$ cat src/rtl/opl_pkg.sv
// types, character codes and token tables shared by the operator lexer
`timescale 1ns / 1ps

package opl_pkg;

   typedef enum logic [2:0] {
      MODE_IDLE  = 3'd0,
      MODE_PEND  = 3'd1,
      MODE_SHIFT = 3'd2,
      MODE_LINE  = 3'd3,
      MODE_BLOCK = 3'd4,
      MODE_BSTAR = 3'd5
   } lex_mode_type;

   typedef enum logic [1:0] {
      ERR_NONE         = 2'd0,
      ERR_UNKNOWN_CHAR = 2'd1,
      ERR_OPEN_COMMENT = 2'd2
   } error_code_type;

   typedef struct packed {
      logic       hit;
      logic [5:0] kind;
   } kind_hit_type;

   localparam logic [7:0] CH_SEMI    = 8'h3B;
   localparam logic [7:0] CH_PERCENT = 8'h25;
   localparam logic [7:0] CH_AMP     = 8'h26;
   localparam logic [7:0] CH_BAR     = 8'h7C;
   localparam logic [7:0] CH_LT      = 8'h3C;
   localparam logic [7:0] CH_GT      = 8'h3E;
   localparam logic [7:0] CH_SLASH   = 8'h2F;
   localparam logic [7:0] CH_STAR    = 8'h2A;
   localparam logic [7:0] CH_EQ      = 8'h3D;
   localparam logic [7:0] CH_DOT     = 8'h2E;
   localparam logic [7:0] CH_COLON   = 8'h3A;
   localparam logic [7:0] CH_NEWLINE = 8'h0A;

   // error results carry the semicolon code as their kind
   localparam logic [5:0] KIND_FILL          = 6'd0;
   localparam logic [5:0] KIND_LINE_COMMENT  = 6'd33;
   localparam logic [5:0] KIND_BLOCK_COMMENT = 6'd34;
   localparam logic [5:0] KIND_SHL_ASSIGN    = 6'd42;
   localparam logic [5:0] KIND_SHL           = 6'd43;
   localparam logic [5:0] KIND_SHR_ASSIGN    = 6'd46;
   localparam logic [5:0] KIND_SHR           = 6'd47;

   // punctuators that are complete after one byte
   function automatic kind_hit_type single_kind(input logic [7:0] c);
      kind_hit_type r;
      r.hit = 1'b1;
      case (c)
         CH_SEMI: r.kind = 6'd0;
         ",":     r.kind = 6'd1;
         "(":     r.kind = 6'd2;
         ")":     r.kind = 6'd3;
         "{":     r.kind = 6'd4;
         "}":     r.kind = 6'd5;
         "[":     r.kind = 6'd6;
         "]":     r.kind = 6'd7;
         "@":     r.kind = 6'd8;
         "#":     r.kind = 6'd9;
         "$":     r.kind = 6'd10;
         "?":     r.kind = 6'd11;
         "~":     r.kind = 6'd12;
         default: begin
            r.hit  = 1'b0;
            r.kind = KIND_FILL;
         end
      endcase
      return r;
   endfunction

   // operators that may grow; kind when they stand alone
   function automatic kind_hit_type lone_kind(input logic [7:0] c);
      kind_hit_type r;
      r.hit = 1'b1;
      case (c)
         CH_PERCENT: r.kind = 6'd14;
         CH_AMP:     r.kind = 6'd17;
         CH_BAR:     r.kind = 6'd20;
         "^":        r.kind = 6'd22;
         "+":        r.kind = 6'd25;
         "-":        r.kind = 6'd29;
         CH_STAR:    r.kind = 6'd32;
         CH_SLASH:   r.kind = 6'd36;
         CH_EQ:      r.kind = 6'd38;
         "!":        r.kind = 6'd40;
         CH_LT:      r.kind = 6'd44;
         CH_GT:      r.kind = 6'd48;
         CH_COLON:   r.kind = 6'd51;
         CH_DOT:     r.kind = 6'd53;
         default: begin
            r.hit  = 1'b0;
            r.kind = KIND_FILL;
         end
      endcase
      return r;
   endfunction

   function automatic kind_hit_type pair_kind(input logic [7:0] a, input logic [7:0] b);
      kind_hit_type r;
      r.hit  = 1'b0;
      r.kind = KIND_FILL;
      case (a)
         CH_PERCENT: if (b == CH_EQ) r = '{1'b1, 6'd13};
         CH_AMP: begin
            if (b == CH_AMP) r = '{1'b1, 6'd15};
            else if (b == CH_EQ) r = '{1'b1, 6'd16};
         end
         CH_BAR: begin
            if (b == CH_BAR) r = '{1'b1, 6'd18};
            else if (b == CH_EQ) r = '{1'b1, 6'd19};
         end
         "^": if (b == CH_EQ) r = '{1'b1, 6'd21};
         "+": begin
            if (b == CH_EQ) r = '{1'b1, 6'd23};
            else if (b == "+") r = '{1'b1, 6'd24};
         end
         "-": begin
            if (b == CH_GT) r = '{1'b1, 6'd26};
            else if (b == "-") r = '{1'b1, 6'd27};
            else if (b == CH_EQ) r = '{1'b1, 6'd28};
         end
         CH_STAR: begin
            if (b == CH_STAR) r = '{1'b1, 6'd30};
            else if (b == CH_EQ) r = '{1'b1, 6'd31};
         end
         CH_SLASH: if (b == CH_EQ) r = '{1'b1, 6'd35};
         CH_EQ:    if (b == CH_EQ) r = '{1'b1, 6'd37};
         "!":      if (b == CH_EQ) r = '{1'b1, 6'd39};
         CH_LT:    if (b == CH_EQ) r = '{1'b1, 6'd41};
         CH_GT:    if (b == CH_EQ) r = '{1'b1, 6'd45};
         CH_COLON: begin
            if (b == CH_COLON) r = '{1'b1, 6'd49};
            else if (b == CH_EQ) r = '{1'b1, 6'd50};
         end
         CH_DOT:   if (b == CH_DOT) r = '{1'b1, 6'd52};
         default:  r = '{1'b0, KIND_FILL};
      endcase
      return r;
   endfunction

endpackage

$ cat src/rtl/operator_punctuator_lexer_top.sv
// operator and punctuator lexer: input register, lexer step, result queue
// path: a request is captured in the input register and lexed there once the queue has
//   room; its results are written to the result queue, and rsp presents them one at a time
// throughput: one request per cycle, limited by the single-result rsp port and
//   the 4-entry result queue, which must have room for two results before a step
// reset: lexer returns to idle with cleared pending state; input register and queue empty
`timescale 1ns / 1ps

module operator_punctuator_lexer_top #(
   parameter int OFFSET_BITS = 32,
   parameter int LINE_BITS   = 24,
   parameter int COLUMN_BITS = 16
) (
   input  logic clock,
   input  logic reset,
   input  logic req_tvalid,
   output logic req_tready,
   // char_byte, byte_offset, line_number, column_number
   input  logic [((8 + OFFSET_BITS + LINE_BITS + COLUMN_BITS + 7) / 8) * 8 - 1:0] req_tdata,
   // token_class
   input  logic req_tuser,
   input  logic req_tlast,
   output logic rsp_tvalid,
   input  logic rsp_tready,
   // token_kind, error_code, token_start, token_line, token_column
   output logic [((8 + OFFSET_BITS + LINE_BITS + COLUMN_BITS + 7) / 8) * 8 - 1:0] rsp_tdata,
   output logic rsp_tlast
);

   localparam int RSP_W = ((8 + OFFSET_BITS + LINE_BITS + COLUMN_BITS + 7) / 8) * 8;
   localparam int DEPTH = 4;
   localparam int PTR_W = $clog2(DEPTH);
   localparam int CNT_W = $clog2(DEPTH + 1);
   localparam logic [CNT_W-1:0] ROOM_LIMIT = CNT_W'(DEPTH - 2);

   typedef struct packed {
      logic [5:0]                 kind;
      opl_pkg::error_code_type    err;
      logic [OFFSET_BITS-1:0]     start;
      logic [LINE_BITS-1:0]       line;
      logic [COLUMN_BITS-1:0]     column;
      logic                       last;
   } result_type;

   // input register
   logic                   in_valid_ff;
   logic [7:0]             char_ff;
   logic                   class_ff;
   logic                   eoi_ff;
   logic [OFFSET_BITS-1:0] offset_ff;
   logic [LINE_BITS-1:0]   line_ff;
   logic [COLUMN_BITS-1:0] column_ff;

   // lexer state
   opl_pkg::lex_mode_type  mode_ff, mode_in;
   logic [7:0]             pend_ff, pend_in;
   logic [OFFSET_BITS-1:0] sav_offset_ff, sav_offset_in;
   logic [LINE_BITS-1:0]   sav_line_ff, sav_line_in;
   logic [COLUMN_BITS-1:0] sav_column_ff, sav_column_in;

   // result queue
   result_type             queue_ff [DEPTH];
   logic [PTR_W-1:0]       wr_ptr_ff, wr_ptr_in;
   logic [PTR_W-1:0]       rd_ptr_ff, rd_ptr_in;
   logic [CNT_W-1:0]       count_ff, count_in;

   logic step;
   logic accept;
   logic pop;

   assign step       = in_valid_ff && (count_ff <= ROOM_LIMIT);
   assign req_tready = !in_valid_ff || step;
   assign accept     = req_tvalid && req_tready;
   assign pop        = rsp_tvalid && rsp_tready;

   // lexer step
   opl_pkg::kind_hit_type sk, lk, pk, pair;
   logic                    sb_emit;
   logic                    sb_pend;
   logic [5:0]              sb_kind;
   opl_pkg::error_code_type sb_err;
   logic [5:0]              flush_kind;
   opl_pkg::error_code_type flush_err;
   logic [5:0]              shift_kind;
   logic                    saved_emit;
   logic [5:0]              saved_kind;
   opl_pkg::error_code_type saved_err;
   logic                    do_start;
   logic                    fresh_emit;
   result_type              saved_res, fresh_res, first_res;
   logic [1:0]              res_count;

   always_comb begin
      sk      = opl_pkg::single_kind(char_ff);
      lk      = opl_pkg::lone_kind(char_ff);
      pk      = opl_pkg::lone_kind(pend_ff);
      pair    = opl_pkg::pair_kind(pend_ff, char_ff);
      sb_emit = class_ff && (sk.hit || !lk.hit);
      sb_pend = class_ff && !sk.hit && lk.hit;
      sb_kind = sk.hit ? sk.kind : opl_pkg::KIND_FILL;
      sb_err  = sk.hit ? opl_pkg::ERR_NONE : opl_pkg::ERR_UNKNOWN_CHAR;
      flush_kind = pk.hit ? pk.kind : opl_pkg::KIND_FILL;
      flush_err  = pk.hit ? opl_pkg::ERR_NONE : opl_pkg::ERR_UNKNOWN_CHAR;
      shift_kind = (pend_ff == opl_pkg::CH_LT) ? opl_pkg::KIND_SHL : opl_pkg::KIND_SHR;

      mode_in    = mode_ff;
      saved_emit = 1'b0;
      saved_kind = opl_pkg::KIND_FILL;
      saved_err  = opl_pkg::ERR_NONE;
      do_start   = 1'b0;

      if (eoi_ff) begin
         mode_in = opl_pkg::MODE_IDLE;
         case (mode_ff)
            opl_pkg::MODE_PEND: begin
               saved_emit = 1'b1;
               saved_kind = flush_kind;
               saved_err  = flush_err;
            end
            opl_pkg::MODE_SHIFT: begin
               saved_emit = 1'b1;
               saved_kind = shift_kind;
            end
            opl_pkg::MODE_LINE: begin
               saved_emit = 1'b1;
               saved_kind = opl_pkg::KIND_LINE_COMMENT;
            end
            opl_pkg::MODE_BLOCK, opl_pkg::MODE_BSTAR: begin
               saved_emit = 1'b1;
               saved_err  = opl_pkg::ERR_OPEN_COMMENT;
            end
            default: saved_emit = 1'b0;
         endcase
      end else begin
         case (mode_ff)
            opl_pkg::MODE_PEND: begin
               if (pend_ff == opl_pkg::CH_SLASH && char_ff == opl_pkg::CH_SLASH) begin
                  mode_in = opl_pkg::MODE_LINE;
               end else if (pend_ff == opl_pkg::CH_SLASH && char_ff == opl_pkg::CH_STAR) begin
                  mode_in = opl_pkg::MODE_BLOCK;
               end else if ((pend_ff == opl_pkg::CH_LT || pend_ff == opl_pkg::CH_GT)
                            && char_ff == pend_ff) begin
                  mode_in = opl_pkg::MODE_SHIFT;
               end else if (pair.hit) begin
                  saved_emit = 1'b1;
                  saved_kind = pair.kind;
                  mode_in    = opl_pkg::MODE_IDLE;
               end else begin
                  saved_emit = 1'b1;
                  saved_kind = flush_kind;
                  saved_err  = flush_err;
                  do_start   = 1'b1;
               end
            end
            opl_pkg::MODE_SHIFT: begin
               saved_emit = 1'b1;
               if (char_ff == opl_pkg::CH_EQ) begin
                  saved_kind = (pend_ff == opl_pkg::CH_LT) ? opl_pkg::KIND_SHL_ASSIGN
                                                           : opl_pkg::KIND_SHR_ASSIGN;
                  mode_in    = opl_pkg::MODE_IDLE;
               end else begin
                  saved_kind = shift_kind;
                  do_start   = 1'b1;
               end
            end
            opl_pkg::MODE_LINE: begin
               // newline closes the comment and is then lexed itself
               if (char_ff == opl_pkg::CH_NEWLINE) begin
                  saved_emit = 1'b1;
                  saved_kind = opl_pkg::KIND_LINE_COMMENT;
                  do_start   = 1'b1;
               end
            end
            opl_pkg::MODE_BLOCK: begin
               if (char_ff == opl_pkg::CH_STAR) mode_in = opl_pkg::MODE_BSTAR;
            end
            opl_pkg::MODE_BSTAR: begin
               if (char_ff == opl_pkg::CH_SLASH) begin
                  saved_emit = 1'b1;
                  saved_kind = opl_pkg::KIND_BLOCK_COMMENT;
                  mode_in    = opl_pkg::MODE_IDLE;
               end else if (char_ff != opl_pkg::CH_STAR) begin
                  mode_in = opl_pkg::MODE_BLOCK;
               end
            end
            default: do_start = 1'b1;
         endcase
      end

      pend_in       = pend_ff;
      sav_offset_in = sav_offset_ff;
      sav_line_in   = sav_line_ff;
      sav_column_in = sav_column_ff;
      if (do_start) begin
         mode_in = sb_pend ? opl_pkg::MODE_PEND : opl_pkg::MODE_IDLE;
         if (sb_pend) begin
            pend_in       = char_ff;
            sav_offset_in = offset_ff;
            sav_line_in   = line_ff;
            sav_column_in = column_ff;
         end
      end

      fresh_emit = do_start && sb_emit;
      res_count  = {1'b0, saved_emit} + {1'b0, fresh_emit};

      saved_res = '{kind: saved_kind, err: saved_err, start: sav_offset_ff,
                    line: sav_line_ff, column: sav_column_ff, last: !fresh_emit};
      fresh_res = '{kind: sb_kind, err: sb_err, start: offset_ff,
                    line: line_ff, column: column_ff, last: 1'b1};
      first_res = saved_emit ? saved_res : fresh_res;
   end

   // queue pointers
   always_comb begin
      wr_ptr_in = wr_ptr_ff;
      rd_ptr_in = rd_ptr_ff;
      count_in  = count_ff;
      if (step) begin
         wr_ptr_in = wr_ptr_ff + PTR_W'(res_count);
         count_in  = count_ff + CNT_W'(res_count);
      end
      if (pop) begin
         rd_ptr_in = rd_ptr_ff + PTR_W'(1);
         count_in  = count_in - CNT_W'(1);
      end
   end

   always_ff @(posedge clock) begin
      if (reset) begin
         in_valid_ff   <= 1'b0;
         mode_ff       <= opl_pkg::MODE_IDLE;
         pend_ff       <= '0;
         sav_offset_ff <= '0;
         sav_line_ff   <= '0;
         sav_column_ff <= '0;
         wr_ptr_ff     <= '0;
         rd_ptr_ff     <= '0;
         count_ff      <= '0;
      end else begin
         if (accept) begin
            in_valid_ff <= 1'b1;
         end else if (step) begin
            in_valid_ff <= 1'b0;
         end
         if (step) begin
            mode_ff       <= mode_in;
            pend_ff       <= pend_in;
            sav_offset_ff <= sav_offset_in;
            sav_line_ff   <= sav_line_in;
            sav_column_ff <= sav_column_in;
         end
         wr_ptr_ff <= wr_ptr_in;
         rd_ptr_ff <= rd_ptr_in;
         count_ff  <= count_in;
      end
   end

   // payload registers
   always_ff @(posedge clock) begin
      if (accept) begin
         char_ff   <= req_tdata[7:0];
         class_ff  <= req_tuser;
         eoi_ff    <= req_tlast;
         offset_ff <= req_tdata[8 +: OFFSET_BITS];
         line_ff   <= req_tdata[8 + OFFSET_BITS +: LINE_BITS];
         column_ff <= req_tdata[8 + OFFSET_BITS + LINE_BITS +: COLUMN_BITS];
      end
      if (step && res_count != 2'd0) begin
         queue_ff[wr_ptr_ff] <= first_res;
      end
      if (step && saved_emit && fresh_emit) begin
         queue_ff[wr_ptr_ff + PTR_W'(1)] <= fresh_res;
      end
   end

   assign rsp_tvalid = (count_ff != '0);
   assign rsp_tlast  = queue_ff[rd_ptr_ff].last;
   assign rsp_tdata  = RSP_W'({queue_ff[rd_ptr_ff].column, queue_ff[rd_ptr_ff].line,
                               queue_ff[rd_ptr_ff].start, queue_ff[rd_ptr_ff].err,
                               queue_ff[rd_ptr_ff].kind});

endmodule

$ cat config.mk
export PLATFORM = sky130hd
export DESIGN_NAME = operator_punctuator_lexer_top
export DESIGN_NICKNAME = d
export VERILOG_FILES = /design/src/rtl/opl_pkg.sv /design/src/rtl/operator_punctuator_lexer_top.sv
export SDC_FILE = /design/constraint.sdc
export NUM_CORES = 1
export LEC_CHECK = 0
export ABC_AREA = 0
export BUFFER_PORTS_ARGS = -buffer_cell sky130_fd_sc_hd__buf_2
export CAP_MARGIN = 20
export CELL_PAD_IN_SITES_DETAIL_PLACEMENT = 0
export CELL_PAD_IN_SITES_GLOBAL_PLACEMENT = 1
export CORE_MARGIN = 2
export CORE_UTILIZATION = 54
export CTS_BUF_LIST = sky130_fd_sc_hd__clkbuf_16
export DETAILED_ROUTE_END_ITERATION = 8
export GPL_TIMING_DRIVEN = 0
export PLACE_DENSITY_LB_ADDON = 0.08
export SLEW_MARGIN = 20
export SYNTH_ARGS = -nofsm -noshare
export SYNTH_HDL_FRONTEND = slang
export SYNTH_SLANG_ARGS = --single-unit
$ cat constraint.sdc
create_clock -name clock -period 7.6 [get_ports clock]
set_input_delay 0.76 -clock clock [delete_from_list [all_inputs] [get_ports clock]]
set_output_delay 0.76 -clock clock [all_outputs]
set_load 0.02 [all_outputs]
# After elaboration in Yosys (flattened, before gate mapping)

Memory sizes are Yosys's and may differ from the RTL's. A register that Yosys moved wholly into a read port is not among the register bits.
Index checks and enable logic that the tools add are counted.

$add $sub $neg: 6
Order comparisons: 1
Equality and inequality tests: 53
Multiplexer cells: 88
Reduce and logical (&&, ||, !) cells: 31

Operators with widths:

| cell                 | number |
|---|---|
| $eq A8 B6 Y1 const B | 31 |
| $mux W7              | 21 |
| $pmux W7 S14         | 1 |
| $pmux W6 S14         | 1 |
| $mux W81             | 1 |
| $eq A8 B7 Y1 const B | 10 |
| $mux W6              | 9 |
| $pmux W4 S12         | 1 |
| $mux W3              | 15 |
| $mux W1              | 30 |
| $reduce_or A14 Y1    | 2 |
| $pmux W6 S4          | 1 |
| $pmux W6 S3          | 1 |
| $logic_and A1 B1 Y1  | 13 |
| $reduce_or A13 Y1    | 1 |
| $pmux W3 S4          | 1 |
| $eq A8 B4 Y1 const B | 1 |
| $eq A8 B8 Y1         | 1 |
| $ne A4 B4 Y1 const B | 2 |
| $ne A8 B6 Y1 const B | 1 |
| $pmux W1 S4          | 2 |
| $ne A7 B7 Y1 const B | 1 |
| $eq A3 B2 Y1 const B | 2 |
| $eq A3 B3 Y1 const B | 2 |
| other kinds (19)     | 28 |

Flip-flop bits (word level): 173
RAM bits: 324
Input bits: 86
Output and inout bits: 83
Logic and storage cells: 195
Memories: 1

Memory list:

| name     | depth | bits a word | rd ports | clocked after memory_dff | wr ports | RTL line                            | source |
|---|---|---|---|---|---|---|---|
| queue_ff | 4     | 81          | 1        | 1                        | 2        | operator_punctuator_lexer_top.sv:62 | `result_type queue_ff [DEPTH];` |

# Logic depth before layout (Yosys ltp)

Depth after elaboration: 17
Gate-level depth with buffers: 19
Gate-level depth less buffers: 17

# Least setup slack after synthesis

Ideal clock, no wire load.

Path type: register -> register
From: register pend_ff[4]
To: memory queue_ff[3][10] (netlist name) (enable)
Data arrival time: 4.407 ns
Required time: 6.820 ns
Path slack: 2.413 ns
Cell stages (with the launch flop): 14
Path buffers: 1
Period minus slack after synthesis: 5.187 ns
Path through: dfxtp_1 > or4b_2 > or3_1 > nor4_1 > nor3b_1 > nand4b_1 > a21oi_1 > and2_1 > inv_1 > ha_1 > nor2_1 > nand3_1 > clkbuf_1 > nand2_1

RTL lines:

| item                   | RTL line                             | source |
|---|---|---|
| start, declared        | operator_punctuator_lexer_top.sv:56  | `logic [7:0] pend_ff, pend_in;` |
| start signal, assigned | operator_punctuator_lexer_top.sv:248 | `pend_ff <= pend_in;` |
| end, declared          | operator_punctuator_lexer_top.sv:62  |  |

==> flow_summary.ini <==
[logic_synthesis]
synthCells = 1692
postSynthAreaPerCell_um2 = 13.5
async_flop_share_pct = 0
syn-cell-area_um2 = 22900
ys.flop_type = edfxtp_1
synthTopCellsByCount = edfxtp_1 (390), a22o_1 (288), nand2_1 (199)
synth-seq-cells = 499
ys_seq_area_share_pct = 60.7
synth_edf_count = 390
synth.largest_area_cell = edfxtp_1
netlist.area_leader.share_pct = 51.2
synth_nets = 1788
ys_warn_count = 0
synth_area_leaders = edfxtp_1 (51%), a22o_1 (11%), dfxtp_1 (9.5%)
synthDistinctLibCells = 81
yosysMostFrequentCell = edfxtp_1

[setup_path]
rr_worst_depth = 14
reg2reg_from = pend_ff[5]$_SDFFE_PP0P_
cp-startpoint = pend_ff[5]$_SDFFE_PP0P_
r2r_end = queue_ff[3][34]$_DFFE_PP_
critPathCapture = queue_ff[3][34]$_DFFE_PP_
cp_max_fo = 40
worstPathRequired_ns = 7.91
r2r_slack_ns = 2.00
cp-end-kind = flop
startpoint_type = flop
path_class = reg2reg
cp.arrival_ns = 5.91

[placement]
dpl.cell_count = 2408
post-place-ws_ns = 2.12
globalplace.congestion = 0.899
hpwlAfterDp_mm = 40.3
place_area_um2 = 24600
io_buffers = 167

[route]
drt_pass1_iterations = 6
viasPerCell = 6.39
vias = 16000
first_iter_violations = 1572
route.detailed.drc = 0
wl_per_cell_um = 24.9
drtAntennaViolNets = 0
drt_wl_total_mm = 62.4

[grt]
grt_pass1_vias = 15700
grt_pass1_wl_mm = 93.2
grt_use_total_pct = 28.2
grt_max_degree = 45
grt_remaining_overflow = 0
antenna_found_initial = 1

[timing]
max_freq_mhz = 179
setup_ws_ns = 2.00
worst_pin_slew_ns = 1.12
setup_viol = 0
maxSlewHeadroom_pct = 24.1
whs_ns = 0.332
fin_skew_ns = 0.0169
min_period_over_period_pct = 73.7
finalHoldViolCount = 0
slew_viol_final = 0
period_minus_slack_ns = 5.60
rsz0062_at_grt = no

[cells_and_area]
design_area_um2 = 26200
multi_input_area_um2 = 8230
num-fill-cells = 3228
area_growth_pct = 14.4
final_cells = 2505
drive_above_1_share_pct = 20.1
fin_nets = 2019
regArea_um2 = 13900

[clock_network]
clk_latency_ns = 0.60
clk_path_buf_depth = 3
cts_max_level = 2
root_buffer = clkbuf_16
cts_hold_buffers = 0
postCtsSetupRepairBufs = 0
cts_tree = built
cts_buffers = 52
postCtsResizedCells = 0
clock_sinks = 499
path_clk_slew_ns = 0.06

[flow_run]
max-cap-violations = 0

[power_and_ir_drop]
powerDensity_nw_per_um2 = 265
leakage_nw = 8.70
worst_ir_drop_vdd_mv = 0.204

[status]
status = completed

[floorplan]
fp-row-count = 75
dieArea_um2 = 44000
io_pins = 169
core-area_um2 = 41900
die_x_um = 210
fp.dieH_um = 210
start_util_pct = 54.7

[worst_hold_path]
hold_class = in2reg
[critical path, stage by stage, from the launching register on]
cell and delay (ns):
dfxtp_1 0.32, clkbuf_1 0.39, nand4b_1 0.20, nor4_1 0.75, a41oi_1 0.27, nand2_1 0.33, nand2_4 0.21, inv_4 0.18
clkbuf_1 0.43, ha_1 0.32, nor2_1 0.11, nand3_1 0.30, clkbuf_1 0.52, nand2_4 0.55, buf_16 0.40
[through the flow]
| stage | TNS [ns] | utilization, % | power (mW) |
|---|---|---|---|
| floorplan | 0 | - | 4.15 |
| global placement | -107.08 | 58.3 | 4.61 |
| detailed placement | 0 | 58.8 | 4.62 |
| CTS | 0 | 62.5 | 6.98 |
| global route | 0 | 62.6 | 7.16 |
| finish | 0 | 62.6 | 6.93 |
[metal layers]
metal / global-route usage (%) / up-vias / share of wire, %
met3: 5.63 / 125 / 8.0
li1: - / 7227 / -
met5: 0 / - / 0
met2: 46.5 / 677 / 48
met4: 10.4 / 0 / 3.0
met1: 37.3 / 7969 / 41
[area by class of cell]
type / count / share of cell area, %
Clock inverter: 44 / 1.03
Clock buffer: 52 / 4.97
Multi-Input combinational cell: 1035 / 31.4
Tap cell: 539 / 2.58
Buffer: 145 / 2.87
Timing Repair Buffer: 177 / 3.85
Inverter: 13 / 0.196
Sequential cell: 499 / 53.1
Antenna cell: 1 / 0.00956
[worst min path at each step]
stage                                            start                            to  slack [ns]  cells past startpoint
after floorplan            queue_ff[3][0]$_SDFFE_PP1P_   queue_ff[3][0]$_SDFFE_PP1P_        0.44                      2
after global placement    queue_ff[2][74]$_SDFFE_PP0N_  queue_ff[2][74]$_SDFFE_PP0N_        0.45                      2
after detailed placement  queue_ff[3][80]$_SDFFE_PP0P_  queue_ff[3][80]$_SDFFE_PP0P_        0.46                      2
after CTS                                req_tdata[53]         line_ff[13]$_DFFE_PP_        0.31                      1
after global routing                     req_tdata[53]         line_ff[13]$_DFFE_PP_        0.32                      1
final                                    req_tdata[52]         line_ff[12]$_DFFE_PP_        0.33                      1
[power breakdown]
group	switching, mW	internal (mW)	leakage, nW
Sequential	0.0841	3.09	4.30
Clock	1.04	1.34	0.854
Combinational	0.834	0.543	3.55
[flip-flops by register name, summed over array words and instances, names as in the netlist, named ones only]
name and count:
pend_ff 8, wr_ptr_ff 2, sav_column_ff 16, in_valid_ff 1, column_ff 16, sav_line_ff 24
queue_ff 324, count_ff 3, eoi_ff 1, mode_ff 3, class_ff 1, rd_ptr_ff 2
char_ff 8, line_ff 24, sav_offset_ff 32, offset_ff 32
[cell usage in the layout (no fill, tap or decap), types with 11 or more instances in the layout]
cell type / n
o22ai_1: 14
nor2b_1: 15
clkbuf_16: 52
buf_2: 179
a22o_1: 288
nor2_1: 41
nand2_1: 195
nand4_1: 11
mux4_2: 81
o21ai_0: 18
edfxtp_1: 390
xor2_1: 11
o32ai_1: 14
buf_1: 17
buf_6: 24
clkinv_1: 12
inv_1: 36
nand2b_1: 17
dfxtp_1: 109
nand3_1: 20
a21oi_1: 111
nor3_1: 18
clkbuf_1: 90
[cell families after synthesis]
family	synth area share, %
and+or+nand+nor	8.96
AOI/OAI and AO/OA	17.3
DFF	60.7
xor gates and xnor gates	0.651
buffers and inverters	3.51
muxes	8.25
adders and majority gates	0.580
No activity file was read; power rests on OpenSTA's default activity.
